<file path="src/rtl/assert_macros.svh">
// assertion macros shared by the rtl
`ifndef ASSERT_MACROS_SVH
`define ASSERT_MACROS_SVH

`ifndef ASSERT_OFF

// checked outside reset only
`define FDMI_ASSERT(name, clk, rst_n, prop, msg) \
  name: assert property (@(posedge clk) disable iff (!rst_n) prop) else $error(msg);

// checked on every rising edge, reset included
`define FDMI_ASSERT_ALWAYS(name, clk, prop, msg) \
  name: assert property (@(posedge clk) prop) else $error(msg);

`else

`define FDMI_ASSERT(name, clk, rst_n, prop, msg)

`define FDMI_ASSERT_ALWAYS(name, clk, prop, msg)

`endif

`endif

</file>
<file path="src/rtl/fdmi_pkg.sv">
`timescale 1ns / 1ps

package fdmi_pkg;

  // geometry, all powers of two
  localparam int CACHE_LINES    = 4;
  localparam int WORDS_PER_LINE = 16;
  localparam int CODE_WORDS     = 4096;

  localparam int PC_W        = 16;
  localparam int TAG_W       = 8;
  localparam int WORD_W      = 32;
  localparam int LAT_W       = 6;
  localparam int MISS_W      = 32;
  localparam int MEM_IDX_W   = 12;
  localparam int KIND_W      = 2;
  localparam int INSTR_WORDS = 4;
  localparam int BANK_SEL_W  = $clog2(INSTR_WORDS);

  localparam int LINE_W     = (CACHE_LINES > 1) ? $clog2(CACHE_LINES) : 1;
  localparam int OFS_W      = $clog2(WORDS_PER_LINE);
  localparam int BLK_W      = PC_W - OFS_W;
  localparam int QUADS      = WORDS_PER_LINE / INSTR_WORDS;
  localparam int QUAD_W     = (QUADS > 1) ? $clog2(QUADS) : 1;
  localparam int BANK_DEPTH = CACHE_LINES * QUADS;
  localparam int BANK_AW    = (BANK_DEPTH > 1) ? $clog2(BANK_DEPTH) : 1;
  localparam int CADDR_W    = $clog2(CODE_WORDS);
  localparam int FILL_CNT_W = $clog2(WORDS_PER_LINE + 1);

  // configuration port
  localparam int CFG_IDX_W  = 1;
  localparam int CFG_DATA_W = 16;
  localparam logic [CFG_IDX_W-1:0] CFG_CODE_BASE    = 1'd0;
  localparam logic [CFG_IDX_W-1:0] CFG_MISS_LATENCY = 1'd1;

  localparam logic [PC_W-1:0]  CODE_BASE_RST = 16'd384;
  localparam logic [LAT_W-1:0] MISS_LAT_RST  = 6'd47;

  // result kinds and bubble words
  localparam logic [KIND_W-1:0] KIND_INSTR  = 2'd0;
  localparam logic [KIND_W-1:0] KIND_BUBBLE = 2'd1;
  localparam logic [KIND_W-1:0] KIND_SWITCH = 2'd2;
  localparam logic [WORD_W-1:0] BUBBLE_WORD = 32'd1;
  localparam logic [WORD_W-1:0] SWITCH_WORD = 32'd3;

  typedef enum logic [1:0] {
    ST_IDLE,
    ST_LOOKUP,
    ST_REFILL
  } fetch_st_t;

  typedef struct packed {
    logic                  en;
    logic [BANK_SEL_W-1:0] bank;
    logic [BANK_AW-1:0]    addr;
    logic [WORD_W-1:0]     data;
  } lstore_wr_t;

  typedef struct packed {
    logic               en;
    logic [BANK_AW-1:0] addr;
  } lstore_rd_t;

  typedef logic [INSTR_WORDS-1:0][WORD_W-1:0] instr_t;

endpackage

</file>
<file path="src/rtl/fdmi_line_store.sv">
`timescale 1ns / 1ps

// cache data: one bank per word of an instruction, all read at one address
module fdmi_line_store (
  input  logic                clk,
  input  fdmi_pkg::lstore_wr_t wr,
  input  fdmi_pkg::lstore_rd_t rd,
  output fdmi_pkg::instr_t     rd_data_r
);
  import fdmi_pkg::*;

  for (genvar g = 0; g < INSTR_WORDS; g++) begin : g_bank
    logic [WORD_W-1:0] mem [BANK_DEPTH];

    always_ff @(posedge clk) begin
      if (wr.en && wr.bank == BANK_SEL_W'(g)) begin
        mem[wr.addr] <= wr.data;
      end
      if (rd.en) begin
        rd_data_r[g] <= mem[rd.addr];
      end
    end
  end

endmodule

</file>
<file path="config.mk">
export PLATFORM = sky130hd
export DESIGN_NAME = fdmi_line_store
export DESIGN_NICKNAME = d
export VERILOG_FILES = /design/src/rtl/assert_macros.svh /design/src/rtl/fdmi_pkg.sv /design/src/rtl/fdmi_line_store.sv
export SDC_FILE = /design/constraint.sdc
export NUM_CORES = 2
export LEC_CHECK = 0
export BUFFER_PORTS_ARGS = -buffer_cell sky130_fd_sc_hd__buf_4
export CAP_MARGIN = 5
export CORE_UTILIZATION = 40
export CTS_CLUSTER_SIZE = 10
export DETAILED_ROUTE_END_ITERATION = 10
export GPL_ROUTABILITY_DRIVEN = 0
export SYNTH_ARGS = -nofsm -noshare
export SYNTH_HDL_FRONTEND = slang
export SYNTH_SLANG_ARGS = --single-unit
</file>
<file path="constraint.sdc">
create_clock -name clk -period 3.27 [get_ports clk]
set_input_delay 0.654 -clock clk [delete_from_list [all_inputs] [get_ports clk]]
set_output_delay 0.654 -clock clk [all_outputs]
set_load 0.02 [all_outputs]
</file>
==> results <==
- Counting flops and latches in the post-synthesis netlist gives 2176.
- The depth of the most critical reg-to-reg path is 3.
- Power spread over the standard cell area amounts to 606 mW/mm^2.
- For flop-to-flop paths, the worst setup slack is 1.51 ns.
- For this design the top-level I/O count stands at 173.
- Synthesis produced a netlist whose cell count is 3451.
- On the worst path, the slowest cell contributes a delay of 0.54 ns.
- In this run the core area contains 164 standard-cell rows.
- Static timing analysis puts the maximum clock frequency at 0.439 GHz.
- The final layout contains routed wiring with a total length of 207000 microns.
- The critical path class is reg2out.
- The depth of the CTS H-tree is 4.
- Setup repair after global routing left no endpoint under its margin.
- The leakage power of the design is 0.0294 uW.
- The setup clock skew after layout is 0.0250 ns.
- In the global route stage, met1 resource usage came out at 27.9%.
- The total of cells resized after clock tree synthesis is 0.
- The synthesized design devotes to its leading area cell type 80.6% of total area.
- The summed negative setup slack over all endpoints is 0 ns.
- The net count of the mapped netlist is 3496.
- STA classifies the critical path endpoint as an output pin.
- From bottom edge to top edge, the die measures 452 microns.
- The largest net degree at the start of global routing is 75.
- The horizontal die dimension is 452 microns.
- In the routed design, unresolved DRC markers number 0.
- In this run the critical register-to-register path is captured at rd_data_r[87]$_DFFE_PP_.
- The cell area that synthesis handed to floorplanning was 0.0811 sq mm.
- The post-CTS setup repair buffer count is 0.
- In this run the worst setup path terminates at rd_data_r[12].
- The period utilization is 69.7%.
- The worst path needs 2.28 ns of the cycle, external delays included.
- The number of antenna violations at the first check in global routing is 12.
- For the worst setup path, the data required time is 2.62 ns.
- The die covers 0.205 sq mm.
- The cell accounting for the most synthesized area is sky130_fd_sc_hd__edfxtp_1.
- After clock tree synthesis, the flow added hold-fix buffers numbering 0.
- The count of maximum capacitance violations is 0.
- The tree is rooted in a sky130_fd_sc_hd__clkbuf_16.
- Sorting the synthesized cells by area gives the leading types as sky130_fd_sc_hd__edfxtp_1 81%, sky130_fd_sc_hd__mux4_2 13%, sky130_fd_sc_hd__a22oi_1 1.8%.
- The per-cell routed wire length is 31.7 microns.
- Of the cells placed in the final design, the portion with a size suffix greater than 1 is 31.2%.
- Summing the sequential cell areas from Yosys gives 80.6% of the chip area.
- The element type at the critical path start is a register.
- The first-pass iteration count of the detailed router is 5.
- The total number of yosys warnings is 0.
- Summed over all layers, the global routing overflow is 0.
- The startpoint identified for the worst register-to-register timing path is g_bank[2].mem[7][23]$_DFFE_PP_.
- TritonCTS built the clock tree.
- Measured against its own limit, the worst slew margin works out to 33.7%.
- The CTS clock-pin slew for the worst setup and hold paths is 0.05 ns.
- The final count of pins violating max slew was 0.
- The number of sinks driven by the clock tree is 2176.
- The pin slew with the least headroom to its limit is 0.993 ns.
- The startpoint identified for the worst hold timing path is wr[23].
- The origin of the worst setup path is rd_data_r[12]$_DFFE_PP_.
- The run finished with clean final reports.
- The met3 demand-to-capacity share in global routing is 2.71%.
- The area growth from synthesis to final layout is 16.1%.
- Among cell families on the critical path, the largest total delay comes from flip-flops.
- The ratio of routed vias to standard cells is 5.79.
- The count of nets left with antenna violations once routing finished came out at 0.
- The initial utilization of the core area, before any placement, comes to 40.4%.
- In this run the number of cells on the critical path is 1.
- The first global-routing pass estimated 291000 microns of wire.
- The number of distinct library cells after synthesis is 25.
- The met2 track demand over resource in global routing is 34.0%.
- The number of endpoints with negative hold slack in the final report is 0.
- Walking the worst path, the cells encountered are buf_4.
- The latest clock arrival within the worst-skew pair is 0.85 ns.
- The class of the tightest hold or removal check is in2reg.
- For the worst setup path, the data arrival time is 1.63 ns.
- The highest fanout seen on the critical path is 1.
- The floorplan step defined a core boundary enclosing 0.201 sq mm.
- The number of setup violations in the final report is 0.
- The final core utilization is 46.9%.
- After global routing, the most crowded layer is met2.
- The cell type of the slowest stage on the worst timing path is sky130_fd_sc_hd__edfxtp_1.
- The number of buffers inserted by port buffering is 172.
- In this run, the number of DRC markers left after iteration 0 of detailed routing was 4181.
- The average footprint of a synthesized cell is 23.5 sq um.
- The number of global-route vias before repair is 38700.
- Counting both buffers and inverters, the worst setup path holds a total of 1.
- The worst-case IR drop observed on VDD is 0.476 mV.
- In this run the deepest clock path goes through 3 buffers.
- Detailed routing inserted a total of 37900 vias.
- The net count of the finished layout is 3883.
- Global routing used 20.2% of the available tracks.
- TritonCTS created 237 clock buffers.
- The HPWL reported at the end of detailed placement is 105000 microns.
[logic make-up after synthesis]
logic type      Yosys count  share of synthesized area, %
simple gates            234                          1.30
buf+inv                 183                          1.06
compound gates          276                          2.58
flops                  2176                          80.6
mux                     582                          14.5
[cell usage in the layout (no fill, tap or decap), types with 2 or more instances in the layout]
cell	count
sky130_fd_sc_hd__a221oi_1	13
sky130_fd_sc_hd__a22oi_1	199
sky130_fd_sc_hd__and2_1	2
sky130_fd_sc_hd__buf_12	96
sky130_fd_sc_hd__buf_4	231
sky130_fd_sc_hd__buf_8	3
sky130_fd_sc_hd__clkbuf_1	11
sky130_fd_sc_hd__clkbuf_16	240
sky130_fd_sc_hd__clkinv_1	2
sky130_fd_sc_hd__clkinv_16	5
sky130_fd_sc_hd__clkinv_2	3
sky130_fd_sc_hd__clkinv_8	3
sky130_fd_sc_hd__diode_2	10
sky130_fd_sc_hd__edfxtp_1	2176
sky130_fd_sc_hd__inv_16	3
sky130_fd_sc_hd__mux2_2	78
sky130_fd_sc_hd__mux2i_1	37
sky130_fd_sc_hd__mux4_2	467
sky130_fd_sc_hd__nand2_1	93
sky130_fd_sc_hd__nand2b_1	15
sky130_fd_sc_hd__nand3_1	6
sky130_fd_sc_hd__nand3b_1	2
sky130_fd_sc_hd__nor2_1	2
sky130_fd_sc_hd__nor2_4	66
sky130_fd_sc_hd__nor2b_1	36
sky130_fd_sc_hd__nor2b_2	2
sky130_fd_sc_hd__nor2b_4	4
sky130_fd_sc_hd__o21ai_0	19
sky130_fd_sc_hd__o221ai_1	32
sky130_fd_sc_hd__o22a_1	12
[layer usage]
layer,vias to the layer above,wire length [microns]
met3,271,11500
li1,15400,-
met1,20800,86600
met5,-,0
met2,1318,105000
met4,0,4100
[how the worst min path moves through the flow]
stage                                                  to  slack [ns]  depth (start not counted)
final                     g_bank[1].mem[13][23]$_DFFE_PP_        0.34                          1
after global routing       g_bank[3].mem[6][10]$_DFFE_PP_        0.35                          1
after CTS                  g_bank[3].mem[6][10]$_DFFE_PP_        0.31                          1
after detailed placement          rd_data_r[86]$_DFFE_PP_        0.73                          3
after global placement           rd_data_r[112]$_DFFE_PP_        0.73                          3
after floorplan                    rd_data_r[0]$_DFFE_PP_        0.71                          3
[registers in the layout (all words and copies together), names as in the netlist]
signal,count
g_bank.mem,2048
rd_data_r,128
[synthesized netlist by cell type]
library cell / n
sky130_fd_sc_hd__a221oi_1: 13
sky130_fd_sc_hd__a22oi_1: 199
sky130_fd_sc_hd__and2_1: 3
sky130_fd_sc_hd__buf_1: 27
sky130_fd_sc_hd__buf_2: 60
sky130_fd_sc_hd__buf_4: 17
sky130_fd_sc_hd__buf_6: 5
sky130_fd_sc_hd__clkbuf_1: 74
sky130_fd_sc_hd__edfxtp_1: 2176
sky130_fd_sc_hd__mux2_2: 78
sky130_fd_sc_hd__mux2i_1: 37
sky130_fd_sc_hd__mux4_2: 467
sky130_fd_sc_hd__nand2_1: 93
sky130_fd_sc_hd__nand2b_1: 15
sky130_fd_sc_hd__nand3_1: 7
sky130_fd_sc_hd__nand3b_1: 2
sky130_fd_sc_hd__nand4_1: 1
sky130_fd_sc_hd__nor2_1: 69
sky130_fd_sc_hd__nor2b_1: 42
sky130_fd_sc_hd__o21ai_0: 19
sky130_fd_sc_hd__o21ai_1: 1
sky130_fd_sc_hd__o221ai_1: 32
sky130_fd_sc_hd__o22a_1: 12
sky130_fd_sc_hd__or2_2: 1
sky130_fd_sc_hd__or3b_2: 1
[report_power, final]
group	total, uW	leakage [uW]	internal, uW	switching (uW)
Sequential	31200	0.0197	31100	168
Combinational	2860	0.00658	1090	1770
Clock	23000	0.00310	12900	10000
Total	57100	0.0294	45100	12000
[through the flow]
| step | cells | power [uW] | worst slack (ns) | instance area (sq um) | hold slack (ns) |
|---|---|---|---|---|---|
| final | 6533 | 57100 | 0.990 | 94200 | 0.340 |
| after CTS | 6523 | 57600 | 0.915 | 94200 | 0.314 |
| after global routing | 6525 | 58700 | 0.959 | 94200 | 0.352 |
| after detailed placement | 6255 | 34800 | 0.366 | 87800 | 0.733 |
| after global placement | 6255 | 34700 | 0.388 | 87800 | 0.728 |
| after floorplan | 3451 | 33200 | 0.00712 | 81100 | 0.710 |
[layout make-up]
cell class | count | area (sq um)
Tap cell | 2656 | 3320
Clock inverter | 17 | 290
Clock buffer | 251 | 6050
Sequential cell | 2176 | 65300
Timing Repair Buffer | 331 | 3710
Multi-Input combinational cell | 1092 | 15500
Antenna cell | 10 | 25.0
Fill cell | 16200 | 106000
(Power assumes the default switching activity.)
